===== src/rtl/osg_pkg.sv =====
// ----------------------------------------------------------------------------
// osg_pkg
// shared widths, codes, register defaults and types of the offboard safety guard
// ----------------------------------------------------------------------------
`default_nettype none

package osg_pkg;

   localparam int unsigned TIME_W     = 48;
   localparam int unsigned LEVEL_W    = 16;
   localparam int unsigned BATT_W     = 15;
   localparam int unsigned POS_W      = 32;
   localparam int unsigned SQ_W       = 2 * POS_W;
   localparam int unsigned TIMEOUT_W  = 32;
   localparam int unsigned RADIUS_W   = 31;
   localparam int unsigned RSQ_W      = 2 * RADIUS_W;
   localparam int unsigned HOLDOFF_W  = 32;
   localparam int unsigned CSR_DATA_W = 32;
   localparam int unsigned CSR_IDX_W  = 2;
   localparam int unsigned CAUSE_W    = 2;

   // register defaults
   localparam logic [TIMEOUT_W-1:0] LOSS_TIMEOUT_RESET = TIMEOUT_W'(1000000);
   localparam logic [BATT_W-1:0]    BATTERY_LOW_RESET  = BATT_W'(4915);
   localparam logic [RADIUS_W-1:0]  FENCE_RADIUS_RESET = '0;
   localparam logic [HOLDOFF_W-1:0] HOLDOFF_RESET      = HOLDOFF_W'(500000);

   // evaluation queue between front and back
   localparam int unsigned QUEUE_DEPTH = 4;
   localparam int unsigned QUEUE_PTR_W = 2;
   localparam int unsigned QUEUE_CNT_W = 3;

   // result queue
   localparam int unsigned OUT_DEPTH = 2;
   localparam int unsigned OUT_PTR_W = 1;
   localparam int unsigned OUT_CNT_W = 2;

   typedef enum logic [CSR_IDX_W-1:0] {
      CSR_LOSS_TIMEOUT = 2'd0,
      CSR_BATTERY_LOW  = 2'd1,
      CSR_FENCE_RADIUS = 2'd2,
      CSR_HOLDOFF      = 2'd3
   } csr_index_type;

   typedef enum logic [1:0] {
      ACT_NONE   = 2'd0,
      ACT_LOITER = 2'd1,
      ACT_RTL    = 2'd2
   } action_type;

   localparam logic [CAUSE_W-1:0] CAUSE_LOW_BATTERY = 2'd0;
   localparam logic [CAUSE_W-1:0] CAUSE_STALE       = 2'd1;
   localparam logic [CAUSE_W-1:0] CAUSE_BREACH      = 2'd2;

   localparam logic CMD_LOITER = 1'b0;
   localparam logic CMD_RTL    = 1'b1;

   typedef struct packed {
      logic [TIMEOUT_W-1:0] loss_timeout_us;
      logic [BATT_W-1:0]    battery_low_level;
      logic [RADIUS_W-1:0]  fence_radius_cm;
      logic [HOLDOFF_W-1:0] holdoff_us;
   } cfg_type;

   typedef struct packed {
      logic [TIME_W-1:0] now_us;
      logic              in_offboard;
      logic              stale;
      logic              batt_low;
      logic              pos_valid;
      logic [POS_W-1:0]  abs_north;
      logic [POS_W-1:0]  abs_east;
   } eval_type;

   typedef struct packed {
      logic               command;
      logic [CAUSE_W-1:0] cause;
      logic               stale_flag;
      logic               low_battery_flag;
      logic               breach_flag;
   } result_type;

   typedef struct packed {
      logic full;
      logic valid;
   } queue_status_type;

endpackage

`default_nettype wire


===== src/rtl/osg_queue.sv =====
// ----------------------------------------------------------------------------
// osg_queue
// short first-in first-out buffer of classified evaluations
// ----------------------------------------------------------------------------
`default_nettype none

module osg_queue (
   input  wire logic               clock,
   input  wire logic               reset,
   input  wire logic               push,
   input  wire osg_pkg::eval_type  push_data,
   input  wire logic               pop,
   output osg_pkg::queue_status_type status,
   output osg_pkg::eval_type       head
);

   osg_pkg::eval_type                 entry_ff [osg_pkg::QUEUE_DEPTH];
   logic [osg_pkg::QUEUE_PTR_W-1:0]   wr_ptr_ff, wr_ptr_in;
   logic [osg_pkg::QUEUE_PTR_W-1:0]   rd_ptr_ff, rd_ptr_in;
   logic [osg_pkg::QUEUE_CNT_W-1:0]   count_ff, count_in;
   logic                              do_push, do_pop;

   assign status.full  = (count_ff == osg_pkg::QUEUE_CNT_W'(osg_pkg::QUEUE_DEPTH));
   assign status.valid = (count_ff != '0);
   assign do_push      = push && !status.full;
   assign do_pop       = pop && status.valid;
   assign head         = entry_ff[rd_ptr_ff];

   always_comb begin
      wr_ptr_in = do_push ? wr_ptr_ff + 1'b1 : wr_ptr_ff;
      rd_ptr_in = do_pop ? rd_ptr_ff + 1'b1 : rd_ptr_ff;
      count_in  = count_ff;
      if (do_push && !do_pop) begin
         count_in = count_ff + 1'b1;
      end else if (do_pop && !do_push) begin
         count_in = count_ff - 1'b1;
      end
   end

   always_ff @(posedge clock) begin
      if (do_push) begin
         entry_ff[wr_ptr_ff] <= push_data;
      end
   end

   always_ff @(posedge clock) begin
      if (reset) begin
         wr_ptr_ff <= '0;
         rd_ptr_ff <= '0;
         count_ff  <= '0;
      end else begin
         wr_ptr_ff <= wr_ptr_in;
         rd_ptr_ff <= rd_ptr_in;
         count_ff  <= count_in;
      end
   end

endmodule

`default_nettype wire


===== config.mk =====
export PLATFORM = sky130hd
export DESIGN_NAME = osg_queue
export DESIGN_NICKNAME = d
export VERILOG_FILES = /design/src/rtl/osg_pkg.sv /design/src/rtl/osg_queue.sv
export SDC_FILE = /design/constraint.sdc
export NUM_CORES = 1
export LEC_CHECK = 0
export CAP_MARGIN = 10
export CORE_MARGIN = 2
export CORE_UTILIZATION = 51
export DETAILED_ROUTE_END_ITERATION = 7
export DONT_BUFFER_PORTS = 1
export PLACE_DENSITY = 0.66
export SETUP_SLACK_MARGIN = 0.5
export SLEW_MARGIN = 20
export SYNTH_ARGS = -nofsm -noshare
export SYNTH_HDL_FRONTEND = slang
export SYNTH_SLANG_ARGS = --single-unit

===== constraint.sdc =====
create_clock -name clock -period 6.1 [get_ports clock]
set_input_delay 1.22 -clock clock [delete_from_list [all_inputs] [get_ports clock]]
set_output_delay 1.22 -clock clock [all_outputs]
set_load 0.005 [all_outputs]

Yosys cells after proc, flatten, opt, wreduce, memory -nomap -nowiden

Memory sizes are Yosys's and may differ from the RTL's. A register that Yosys moved wholly into a read port is not among the register bits.
Cells that the tools add are included.

Bits of input ports: 120
RAM bits: 464
Bits in registers: 7
Memories: 1

Memory list:

| name     | depth | width | rd ports | clocked after Yosys merged registers in | wr ports | line            | text |
|---|---|---|---|---|---|---|---|
| entry_ff | 4     | 116   | 1        | 1                                       | 1        | osg_queue.sv:17 | `osg_pkg::eval_type entry_ff [osg_pkg::QUEUE_DEPTH];` |

Equal/unequal tests: 1
Reductions and logical operators: 9
Multiplexer cells: 6
$add $sub $neg: 4

Operator list:

| kind                | number |
|---|---|
| $mux 3              | 2 |
| $add 2x1->2 const B | 2 |
| $logic_and 1x1->1   | 4 |
| $mux 2              | 2 |
| $add 3x1->3 const B | 1 |
| $eq 3x3->1 const B  | 1 |
| $logic_not 1->1     | 3 |
| $reduce_bool 3->1   | 1 |
| $sub 3x1->3 const B | 1 |
| $mux 1              | 2 |
| $reduce_bool 2->1   | 1 |

Longest topological paths before layout

Depth in word-level cells: 7
Mapped depth: 8
Mapped depth without buffers: 8

Least setup slack after synthesis

OpenSTA, ideal clock, no wires.

Path kind: input -> register
Start: in push
End: mem entry_ff[0][0] in the netlist's numbering (enable)
Path buffers: 0
Library setup time: 0.489 ns
Data required time: 5.611 ns
Slack: 1.382 ns
Stages: 3
Data arrival time: 4.230 ns
Path through: inv_1 nor2_1 and2_1

Longest elaborated chain between the ends: 3

RTL lines:

| item                         | line            | text |
|---|---|---|
| start, declared              | osg_queue.sv:10 | `input wire logic push,` |
| $logic_and 1x1->1            | osg_queue.sv:25 | `assign do_push = push && !status.full;` |
| via do_push                  | osg_queue.sv:21 | `logic do_push, do_pop;` |
| $mux 1                       | osg_queue.sv:41 | `if (do_push) begin` |
| $mux 1 (not written as such) | osg_queue.sv:42 | `entry_ff[wr_ptr_ff] <= push_data;` |
| end, declared                | osg_queue.sv:17 |  |

The timed path passes the listed nets, and every way through them passes these cells.

==> reports/metrics.yaml <==
cp.required_ns: 4.88
coreArea_sq_mm: 0.03336
grt_start_max_net_pins: 72
hold_start: "wr_ptr_ff[1]"
gr-total-overflow: 0
grtUsageTotal_pct: 17.27
place_hpwl_mm: 18.13
dieWidth_um: 187.5
start_kind: "flop"
grt_pass1_wl_mm: 45.53
fin_crit_sh_pct: 65.54
period_needed_ns: 3.998
vias: 6755
ctsResizeCount: 0
ir_drop_mv: 0.3130
leakagePower_uw: 0.005825
cts.sinks: 473
place_area_sq_mm: 0.01767
netlist_area_sq_mm: 0.01716
syn_nets: 780
tightest_slew_ns: 0.9647
drv_cap: 0
gp_congestion: 0.7259
path_class: "reg2out"
final_cell_mix: "edfxtp_1 (464), mux4_2 (116), clkbuf_16 (47), clkbuf_1 (10), buf_4 (10)"
syn_inst: 654
cts-hold-fix-buffers: 0
r2r_start: "count_ff[0]"
fin_skew_ns: 0.01275
fin_area_sq_mm: 0.01908
drt-vias-per-instance: 5.793
finalWirelength_mm: 29.99
boundaryPins: 238
final_hold_viol_count: 0
clockBufferDepth: 3
rows: 67
die_area_sq_mm: 0.03514
timing.final.ws_setup_ns: 2.102
drtIter0Drc: 553
syn2layout_area_growth_pct: 11.19
cts-root-buf: "clkbuf_16"
dp_cells: 1086
first_pass_iters: 5
routedWlPerCell_um: 25.72
ys_ff_latch: 473
pre_cts_ws_ns: 2.534
initial_core_util_pct: 51.44
post_cts_buffers: 0
setup_violations: 0
outcome: "completed"
slew_viol_final: 0
cp-end-kind: "primary output"
io_buffers: 0
ant_nets: 0
clock_latency_ns: 0.53
rsz0062_at_grt: "no"
diodes: 0
syn_avg_cell_area_sq_um: 26.24
drive_gt1_share_pct: 27.16
slew_headroom_pct: 35.68
grt_pass1_vias: 7296
finalSetupTns_ns: 0
fmax_mhz: 250.1
fin_cells: 1166
yosysWarnings: 0
fin_nets: 812
die_h_um: 187.5
hold_class: "reg2reg"
yosysUniqueCellTypes: 20
layout_commonest_cell: "edfxtp_1"
finish.utilization_pct: 57.20
cts.reportedPaths.clkPinSlew_ns: 0.06
cts_buffers: 46
drc: 0
cp_data_arrival_time_ns: 2.78
antenna_found_initial: 0
cts_tree: "built"
ys_seq_area_share_pct: 82.23
power.density_mw_per_mm2: 417.6
cts_max_level: 2
crit_fanout: 71
==> metal layers <==
layer / up-vias / share of wire, % / track usage [%] / routed length (um)
met1: 3549 / 38 / 21.90 / 11310
met4: 0 / 1.6 / 4.028 / 480
li1: 2876 / - / - / -
met5: - / 0 / 0 / 0
met3: 42 / 12 / 7.936 / 3465
met2: 288 / 49 / 27.57 / 14730
==> cells by family (layout without fill, tap and decap cells) <==
kind of cell	Yosys count	after routing	synth area share (%)
adder cells (fa/ha/maj)	6	6	0.4811
buffers and inverters	31	95	1.035
flip-flops	473	473	82.23
AND/OR/NAND/NOR	16	16	0.5030
multiplexers	118	118	15.34
XOR/XNOR	4	4	0.2041
AO/OA/AOI/OAI	6	6	0.2114
==> state kept, by name, summed over array words and instances, names as in the netlist, named ones only <==
| register | flops |
|---|---|
| entry_ff | 464 |
| count_ff | 3 |
| rd_ptr_ff | 2 |
| wr_ptr_ff | 2 |
==> power by group <==
part / leakage, uW / switching (uW) / total (uW) / internal, uW
combinational: 0.000810 / 619 / 1250 / 627
clock: 0.000686 / 1100 / 2640 / 1530
sequential: 0.00433 / 176 / 4090 / 3910
total: 0.00582 / 1900 / 7970 / 6070
==> through the flow <==
| stage | power, uW | hold WS [ns] |
|---|---|---|
| 4_1_cts | 8101 | 0.5253 |
| 3_5_place_dp | 5452 | 0.5171 |
| 3_3_place_gp | 5403 | 0.5012 |
| 2_1_floorplan | 5167 | 0.4818 |
| 5_1_grt | 8320 | 0.5427 |
| 6_report | 7969 | 0.5207 |
==> worst max-delay path, cell delays in order (launching register included) <==
cell	delay (ns)
dfxtp_4	0.98
buf_12	0.53
mux4_2	0.63
==> final cells by class <==
class                           instances  area [sq um]
Fill cell                            2389         14280
Sequential cell                       473         14120
Multi-Input combinational cell        150          2883
Clock buffer                           57          1214
Tap cell                              448         560.5
Clock inverter                         23         196.4
Timing Repair Buffer                   11         95.09
Inverter                                4         15.01
==> Yosys cell counts (all sizes together) <==
master  count  area [sq um]
o21ai       2         10.01
inv         4         15.01
a21oi       2         10.01
or3         3         18.77
o31ai       1         7.510
edfxtp    464         13930
nand2b      2         12.51
dfxtp       9         180.2
nor2        6         22.52
ha          5         62.56
mux2i       2         20.02
fa          1         20.02
nor3b       1         7.510
mux4      116          2613
o311ai      1         8.760
clkbuf      8         30.03
buf        19         132.6
xor2        4         35.03
and2        4         25.02
==> final timing paths <==
check             slack [ns]               to  cells past startpoint
hold reg to reg         0.52     wr_ptr_ff[1]                      2
hold / removal          0.52     wr_ptr_ff[1]                      2
setup reg to reg        3.30  entry_ff[1][18]                      4
setup / recovery        2.10         head[43]                      2
No activity file was read; power rests on OpenSTA's default activity.
