`config.mk`:
```
export PLATFORM = sky130hd
export DESIGN_NAME = osg_front
export DESIGN_NICKNAME = d
export VERILOG_FILES = /design/src/rtl/osg_pkg.sv /design/src/rtl/osg_front.sv
export SDC_FILE = /design/constraint.sdc
export NUM_CORES = 1
export LEC_CHECK = 0
export ABC_AREA = 1
export BUFFER_PORTS_ARGS = -buffer_cell sky130_fd_sc_hd__buf_2
export CAP_MARGIN = 10
export CORE_AREA = 2 2 231 233
export CTS_CLUSTER_DIAMETER = 50
export CTS_CLUSTER_SIZE = 40
export DETAILED_ROUTE_END_ITERATION = 6
export DIE_AREA = 0 0 233 235
export GPL_ROUTABILITY_DRIVEN = 0
export MAX_ROUTING_LAYER = met4
export SLEW_MARGIN = 20
export SYNTH_ARGS = -nofsm -noshare
export SYNTH_HDL_FRONTEND = slang
export SYNTH_SLANG_ARGS = --single-unit
export TNS_END_PERCENT = 20
```
`constraint.sdc`:
```
create_clock -name clock -period 6.73 [get_ports clock]
set_clock_uncertainty 0.05 [all_clocks]
set_input_delay 0.673 -clock clock [delete_from_list [all_inputs] [get_ports clock]]
set_output_delay 0.673 -clock clock [all_outputs]
set_load 0.02 [all_outputs]
```
`src/rtl/osg_pkg.sv`:
```
// ----------------------------------------------------------------------------
// osg_pkg
// shared widths, codes, register defaults and types of the offboard safety guard
// ----------------------------------------------------------------------------
`default_nettype none

package osg_pkg;

   localparam int unsigned TIME_W     = 48;
   localparam int unsigned LEVEL_W    = 16;
   localparam int unsigned BATT_W     = 15;
   localparam int unsigned POS_W      = 32;
   localparam int unsigned SQ_W       = 2 * POS_W;
   localparam int unsigned TIMEOUT_W  = 32;
   localparam int unsigned RADIUS_W   = 31;
   localparam int unsigned RSQ_W      = 2 * RADIUS_W;
   localparam int unsigned HOLDOFF_W  = 32;
   localparam int unsigned CSR_DATA_W = 32;
   localparam int unsigned CSR_IDX_W  = 2;
   localparam int unsigned CAUSE_W    = 2;

   // register defaults
   localparam logic [TIMEOUT_W-1:0] LOSS_TIMEOUT_RESET = TIMEOUT_W'(1000000);
   localparam logic [BATT_W-1:0]    BATTERY_LOW_RESET  = BATT_W'(4915);
   localparam logic [RADIUS_W-1:0]  FENCE_RADIUS_RESET = '0;
   localparam logic [HOLDOFF_W-1:0] HOLDOFF_RESET      = HOLDOFF_W'(500000);

   // evaluation queue between front and back
   localparam int unsigned QUEUE_DEPTH = 4;
   localparam int unsigned QUEUE_PTR_W = 2;
   localparam int unsigned QUEUE_CNT_W = 3;

   // result queue
   localparam int unsigned OUT_DEPTH = 2;
   localparam int unsigned OUT_PTR_W = 1;
   localparam int unsigned OUT_CNT_W = 2;

   typedef enum logic [CSR_IDX_W-1:0] {
      CSR_LOSS_TIMEOUT = 2'd0,
      CSR_BATTERY_LOW  = 2'd1,
      CSR_FENCE_RADIUS = 2'd2,
      CSR_HOLDOFF      = 2'd3
   } csr_index_type;

   typedef enum logic [1:0] {
      ACT_NONE   = 2'd0,
      ACT_LOITER = 2'd1,
      ACT_RTL    = 2'd2
   } action_type;

   localparam logic [CAUSE_W-1:0] CAUSE_LOW_BATTERY = 2'd0;
   localparam logic [CAUSE_W-1:0] CAUSE_STALE       = 2'd1;
   localparam logic [CAUSE_W-1:0] CAUSE_BREACH      = 2'd2;

   localparam logic CMD_LOITER = 1'b0;
   localparam logic CMD_RTL    = 1'b1;

   typedef struct packed {
      logic [TIMEOUT_W-1:0] loss_timeout_us;
      logic [BATT_W-1:0]    battery_low_level;
      logic [RADIUS_W-1:0]  fence_radius_cm;
      logic [HOLDOFF_W-1:0] holdoff_us;
   } cfg_type;

   typedef struct packed {
      logic [TIME_W-1:0] now_us;
      logic              in_offboard;
      logic              stale;
      logic              batt_low;
      logic              pos_valid;
      logic [POS_W-1:0]  abs_north;
      logic [POS_W-1:0]  abs_east;
   } eval_type;

   typedef struct packed {
      logic               command;
      logic [CAUSE_W-1:0] cause;
      logic               stale_flag;
      logic               low_battery_flag;
      logic               breach_flag;
   } result_type;

   typedef struct packed {
      logic full;
      logic valid;
   } queue_status_type;

endpackage

`default_nettype wire

```
`src/rtl/osg_front.sv`:
```
// ----------------------------------------------------------------------------
// osg_front
// control registers, report latching and setpoint / battery classification
// ----------------------------------------------------------------------------
`default_nettype none

module osg_front (
   input  wire logic                             clock,
   input  wire logic                             reset,
   input  wire logic                             req_push,
   input  wire logic [osg_pkg::TIME_W-1:0]       req_now_us,
   input  wire logic                             req_setpoint_new,
   input  wire logic [osg_pkg::TIME_W-1:0]       req_setpoint_time_us,
   input  wire logic                             req_battery_new,
   input  wire logic                             req_battery_connected,
   input  wire logic signed [osg_pkg::LEVEL_W-1:0] req_battery_level,
   input  wire logic                             req_position_new,
   input  wire logic                             req_xy_valid,
   input  wire logic signed [osg_pkg::POS_W-1:0] req_north_cm,
   input  wire logic signed [osg_pkg::POS_W-1:0] req_east_cm,
   input  wire logic                             req_status_new,
   input  wire logic                             req_in_offboard,
   input  wire logic                             csr_wr_en,
   input  wire logic [osg_pkg::CSR_IDX_W-1:0]    csr_index,
   input  wire logic [osg_pkg::CSR_DATA_W-1:0]   csr_wdata,
   input  wire osg_pkg::queue_status_type        q_status,
   output logic                                  q_push,
   output osg_pkg::eval_type                     q_data,
   output osg_pkg::cfg_type                      cfg
);

   osg_pkg::cfg_type                  cfg_ff, cfg_in;
   logic                              held_connected_ff, held_connected_in;
   logic [osg_pkg::LEVEL_W-1:0]       held_level_ff, held_level_in;
   logic                              held_xy_valid_ff, held_xy_valid_in;
   logic [osg_pkg::POS_W-1:0]         held_north_ff, held_north_in;
   logic [osg_pkg::POS_W-1:0]         held_east_ff, held_east_in;
   logic [osg_pkg::TIME_W-1:0]        last_setpoint_ff, last_setpoint_in;
   logic                              accept;
   logic [osg_pkg::TIME_W:0]          age;
   logic                              stale_age;

   assign accept = req_push && !q_status.full;

   always_comb begin
      cfg_in = cfg_ff;
      if (csr_wr_en) begin
         unique case (osg_pkg::csr_index_type'(csr_index))
            osg_pkg::CSR_LOSS_TIMEOUT:
               cfg_in.loss_timeout_us = csr_wdata[osg_pkg::TIMEOUT_W-1:0];
            osg_pkg::CSR_BATTERY_LOW:
               cfg_in.battery_low_level = csr_wdata[osg_pkg::BATT_W-1:0];
            osg_pkg::CSR_FENCE_RADIUS:
               cfg_in.fence_radius_cm = csr_wdata[osg_pkg::RADIUS_W-1:0];
            osg_pkg::CSR_HOLDOFF:
               cfg_in.holdoff_us = csr_wdata[osg_pkg::HOLDOFF_W-1:0];
            default: ;
         endcase
      end
   end

   // fresh reports of this tick take part in its evaluation
   always_comb begin
      held_connected_in = held_connected_ff;
      held_level_in     = held_level_ff;
      held_xy_valid_in  = held_xy_valid_ff;
      held_north_in     = held_north_ff;
      held_east_in      = held_east_ff;
      last_setpoint_in  = last_setpoint_ff;
      if (accept && req_battery_new) begin
         held_connected_in = req_battery_connected;
         held_level_in     = req_battery_level;
      end
      if (accept && req_position_new) begin
         held_xy_valid_in = req_xy_valid;
         held_north_in    = req_north_cm;
         held_east_in     = req_east_cm;
      end
      if (accept && req_setpoint_new) begin
         last_setpoint_in = req_setpoint_time_us;
      end
   end

   // a setpoint stamped in the future has age zero
   assign age = {1'b0, req_now_us} - {1'b0, last_setpoint_in};
   assign stale_age = !age[osg_pkg::TIME_W] &&
      (age[osg_pkg::TIME_W-1:0] >
       {{(osg_pkg::TIME_W-osg_pkg::TIMEOUT_W){1'b0}}, cfg_ff.loss_timeout_us});

   always_comb begin
      q_push             = accept && req_status_new;
      q_data.now_us      = req_now_us;
      q_data.in_offboard = req_in_offboard;
      q_data.stale       = (last_setpoint_in == '0) || stale_age;
      q_data.batt_low    = held_connected_in && !held_level_in[osg_pkg::LEVEL_W-1] &&
         (held_level_in[osg_pkg::LEVEL_W-2:0] <= cfg_ff.battery_low_level);
      q_data.pos_valid   = held_xy_valid_in;
      q_data.abs_north   = held_north_in[osg_pkg::POS_W-1] ?
                           (~held_north_in + 1'b1) : held_north_in;
      q_data.abs_east    = held_east_in[osg_pkg::POS_W-1] ?
                           (~held_east_in + 1'b1) : held_east_in;
   end

   assign cfg = cfg_ff;

   always_ff @(posedge clock) begin
      if (reset) begin
         cfg_ff.loss_timeout_us   <= osg_pkg::LOSS_TIMEOUT_RESET;
         cfg_ff.battery_low_level <= osg_pkg::BATTERY_LOW_RESET;
         cfg_ff.fence_radius_cm   <= osg_pkg::FENCE_RADIUS_RESET;
         cfg_ff.holdoff_us        <= osg_pkg::HOLDOFF_RESET;
         held_connected_ff        <= 1'b0;
         held_level_ff            <= '0;
         held_xy_valid_ff         <= 1'b0;
         held_north_ff            <= '0;
         held_east_ff             <= '0;
         last_setpoint_ff         <= '0;
      end else begin
         cfg_ff            <= cfg_in;
         held_connected_ff <= held_connected_in;
         held_level_ff     <= held_level_in;
         held_xy_valid_ff  <= held_xy_valid_in;
         held_north_ff     <= held_north_in;
         held_east_ff      <= held_east_in;
         last_setpoint_ff  <= last_setpoint_in;
      end
   end

endmodule

`default_nettype wire

```
# [Word level (Yosys, flattened, before mapping)]
# Index checks and enable logic that the tools add are counted.
[classes] addsub=3 mux=8 n_eq_ne=3 n_bitwise=2 magnitude_cmp=2 div=0 n_reduce_logical=18 n_shift=0 multipliers=0
[ops] operator="$mux W32" count=4
[ops] operator="$add A32 B1 Y32 const B" count=2
[ops] operator="$not A32 Y32" count=2
[ops] operator="$sub A48 B48 Y49" count=1
[ops] operator="$gt A48 B32 Y1" count=1
[ops] operator="$logic_not A48 Y1" count=1
[ops] operator="$mux W48" count=1
[ops] operator="$mux W16" count=1
[ops] operator="$le A15 B15 Y1" count=1
[ops] operator="$logic_and A1 B1 Y1" count=8
[ops] operator="$reduce_and A2 Y1" count=4
[ops] operator="$eq A2 B2 Y1 const B" count=2
[ops] operator="$logic_not A1 Y1" count=3
[ops] operator="$eq A2 B1 Y1 const B" count=1
[ops] operator="$logic_not A2 Y1" count=1
[ops] operator="$mux W1" count=2
[ops] operator="$logic_or A1 B1 Y1" count=1
[word_totals] latchBits=0 reg_bits=240 n_memories=0 wordCells=46 inputBits=223 out_inout_bits=227 mem_bits_ro=0 mem_bits_rw=0

# [Logic depth before layout (Yosys ltp)]
[depth] ltp_word=8 mapped_depth=33 mapped_depth_nobuf=32

# [Least setup slack after synthesis]
# Ideal clock, no wire load.
[synth_path] kind="input to output" start="input port req_setpoint_new" end="output port q_data[66] in the netlist's numbering" path_slack_ps=1390 arrival_time_ps=4617 n_path_buf=3 required_time_ps=6007 stages=29 path_cell_list="buf_2 -> nand3_2 -> buf_4 -> buf_1 -> mux2i_1 -> ha_1 -> a21oi_1 -> o21ai_1 -> nand2_1 -> nand2_1 -> nand2_1 -> nand3_1 -> nand3_1 -> nand2_1 -> xor2_1 -> ha_1 -> nand2_1 -> nor2_1 -> nand4_1 -> nor4_1 -> nand3_1 -> nand2_1 -> nand3_1 -> nor2_1 -> nand3_1 -> nor2_1 -> nand2_1 -> nand2_1 -> nand2_1"
[synth_lines] element="start, declared" line="osg_front.sv:12" source="input wire logic req_setpoint_new,"
[synth_lines] element="end, declared" line="osg_front.sv:28" source="output osg_pkg::eval_type q_data,"

==> run metrics <==
Die Width=233 um; CTS tree=built; first-pass GRT wire length=~82 mm; Die Ht=around 240 um; Critical Path RT=~6000 ps; share of post-route cells with drive strength above 1=24.20%; Seq cells post-synth=240; sequential fraction of the synthesis area=~31%; most area-consuming cells after synthesis=dfxtp_1 31%, nand2_1 8.5%, ha_1 7.4%; Synth top area share=around 31%; Fin Hold WS=~330 ps; Hold Path Class=in -> reg; Critical Path Max Stage Delay=350 ps; Avg Cell Area, Syn=a little under 7 um2; Routed WL=54.37 mm; clk_lat worst skew=around 550 ps; port buffer count=approximately 450; core area=0.05224 mm2; Tot GR Track Use=19.83%; CP endpoint kind=primary output; initial antenna violation count=5; max_slew headroom=between 30% and 40%; Async SR Flop Fraction=0%; Hold Crit Endpoint=cfg[31]; synthesis warning total=0; Layout area overhead=25.26%; Register Area=around 0.0048 mm2; Avg Vias per Cell=about 4.6; clk root buf=clkbuf_16; GRT overflow=0; drt wl/cell=roughly 16 um; Setup crit start kind=input port; crit path kind=in -> out; status=finished clean; initial core utilization=just under 30%; DRC viols=0; post_cts resized=0; Worst IR Drop VDD=between 0.1 and 0.15 mV; CTS H-tree depth=2; reg2reg setup slack=between 5000 and 6000 ps; Clock transition at path regs=roughly 60 ps; maximum capacitance violations=0; HP Start=csr_wdata[31]; final period utilization=between 90 and 100%; top_reg_cell synth=dfxtp_1; fin nets=2926; worst-margin pin slew=between 1000 and 1500 ps; area occupied by multi-input gates=roughly 0.0088 mm2; Tmin final=6072 ps; cell count of the worst hold path=3; Synth Instances=2236; largest net degree at the start of global routing=roughly 110; Yosys cell types=50; reg2reg start=held_east_ff[31]; Die ar.=between 0.05 and 0.06 mm2; fin. max-slew vios=0; r2r endpoint=held_east_ff[31]; Synthesized Nets=~2600; crit-path max FO=40; Post-synth EDFFs=0; CP max-delay cell=ha_1; final setup vio count=0; Filler cells=5641; IO Pins=450; FF-to-FF path depth=4; RSZ-0062 raised after global routing=false; clock buffer depth=3; Synth area leader=dfxtp_1; setup_tns=0 ps; CP arrival=between 5000 and 6000 ps; post-CTS setup buffers=0; DR vias=15360; cell row count=84; CP most frequent cell=nand2_1; cell area power density=251.7 mW/mm2; hold_buf cts=0; Netlist Area Pre-Place=about 0.015 mm2; DR iter-0 viols=about 900; # clock sinks=240; vias in the first global route=14470; CTS Buf Count=40; Leak=roughly 10 nW; Fmax=between 0.15 and 0.2 GHz; Final Hold Viols=0; drt first pass iters=5; DP HPWL=43.88 mm; post-route ant nets=0
## routing by layer
| metal | wire (um) | up-vias | global-route usage (%) |
|---|---|---|---|
| li1 | - | 7958 | - |
| met1 | 22140 | 6801 | 22.34 |
| met2 | 26960 | 497 | 34.79 |
| met3 | 3342 | 107 | 3.495 |
| met4 | 1931 | 0 | 7.296 |
| met5 | 0 | - | - |
## sequential cells by signal, summed over array words and instances, names as in the netlist
| signal | cells |
|---|---|
| cfg | 110 |
| last_setpoint_ff | 48 |
| held_east_ff | 32 |
| held_north_ff | 32 |
| held_level_ff | 16 |
| held_connected_ff | 1 |
| held_xy_valid_ff | 1 |
## cell type report
cell class	instances	area share, %
clock inverters	25	1.696
diodes	4	0.05158
clock buffers	48	5.525
well taps	688	4.436
multi-input cells	1566	45.58
flip-flops and latches	240	24.76
repair buffers	459	12.08
inverters	303	5.873
## logic make-up (layout without fill, tap and decap cells)
kind of cell               count (synthesis)  count (layout)  share of synthesized area [%]
DFF                                      240             240                          31.01
muxes                                     60              60                          4.038
adders and majority gates                 93              93                          7.559
and+or+nand+nor                          888             888                          24.91
other                                      0               4                              0
AOI/OAI and AO/OA                        438             438                          15.51
xor gates and xnor gates                  87              87                          4.918
buffers and inverters                    430             835                          12.05
## through the flow
| step | util, % | instances | power, mW | setup WS [ps] | instance area, um2 |
|---|---|---|---|---|---|
| floorplan | - | 2236 | 2.393 | 1390 | 15490 |
| global placement | 34.43 | 3256 | 2.783 | 708.2 | 17980 |
| detailed placement | 34.43 | 3256 | 2.790 | 683.5 | 17980 |
| CTS | 37.11 | 3329 | 4.948 | 637.1 | 19380 |
| global route | 37.15 | 3332 | 5.155 | 43.17 | 19400 |
| finish | 37.15 | 3333 | 4.885 | 658.2 | 19410 |
## worst max path at each step
stage	from	to	depth (start not counted)
after floorplan	req_setpoint_new	q_data[66]	29
after global placement	q_status[1]	q_data[66]	28
after detailed placement	q_status[1]	q_data[66]	27
after CTS	q_status[1]	q_data[66]	27
after global routing	q_status[1]	q_data[66]	27
final	q_status[1]	q_data[66]	27
## synth_stat cells (4+ instances only)
master    instances
buf_2             8
buf_6             5
o21ai_0         169
o21ai_2          14
dfxtp_1         240
xor2_1           66
o21bai_1          8
inv_2             4
nor4_1           11
a21oi_1         170
xnor2_1          21
nand2_1         351
o211ai_1         15
buf_4            54
nor2_1          304
mux2i_1          58
o21ai_1          16
nand3_1          78
nor3_1           13
inv_1           298
nand4_1          30
clkbuf_1         54
nor2_2           10
nand2_2           8
buf_1             6
o21a_1            6
a211oi_1         17
ha_1             92
a31oi_1          17
or2_2            58
nand3b_1          8
## power by group
| group | switching, mW | leakage, nW | total (mW) | internal (mW) |
|---|---|---|---|---|
| Combinational | 0.816 | 7.42 | 1.25 | 0.431 |
| Clock | 0.806 | 0.674 | 2.13 | 1.32 |
| Sequential | 0.0227 | 1.96 | 1.51 | 1.49 |
## cells in the final DEF (no fill, tap or decap), types with 14 or more instances in the layout
cell type	count
o21ai_0	169
xnor2_1	21
o21ai_1	16
or2_2	58
inv_1	297
mux2i_1	58
o211ai_1	15
nor2_1	304
nand4_1	30
a31oi_1	17
dfxtp_1	240
o21ai_2	14
nand2_1	351
ha_1	92
clkbuf_16	41
nand3_1	76
buf_2	445
xor2_1	66
a211oi_1	17
a21oi_1	170
## worst max-delay path, delay by kind of cell
kind            cells  cell delay [ps]
simple gates       14             1690
compound gates      5             1090
xor+xnor            1              130
mux                 1              320
fa+ha+maj           2              640
buf+inv             4              760
Power figures use the tool's default switching activity.
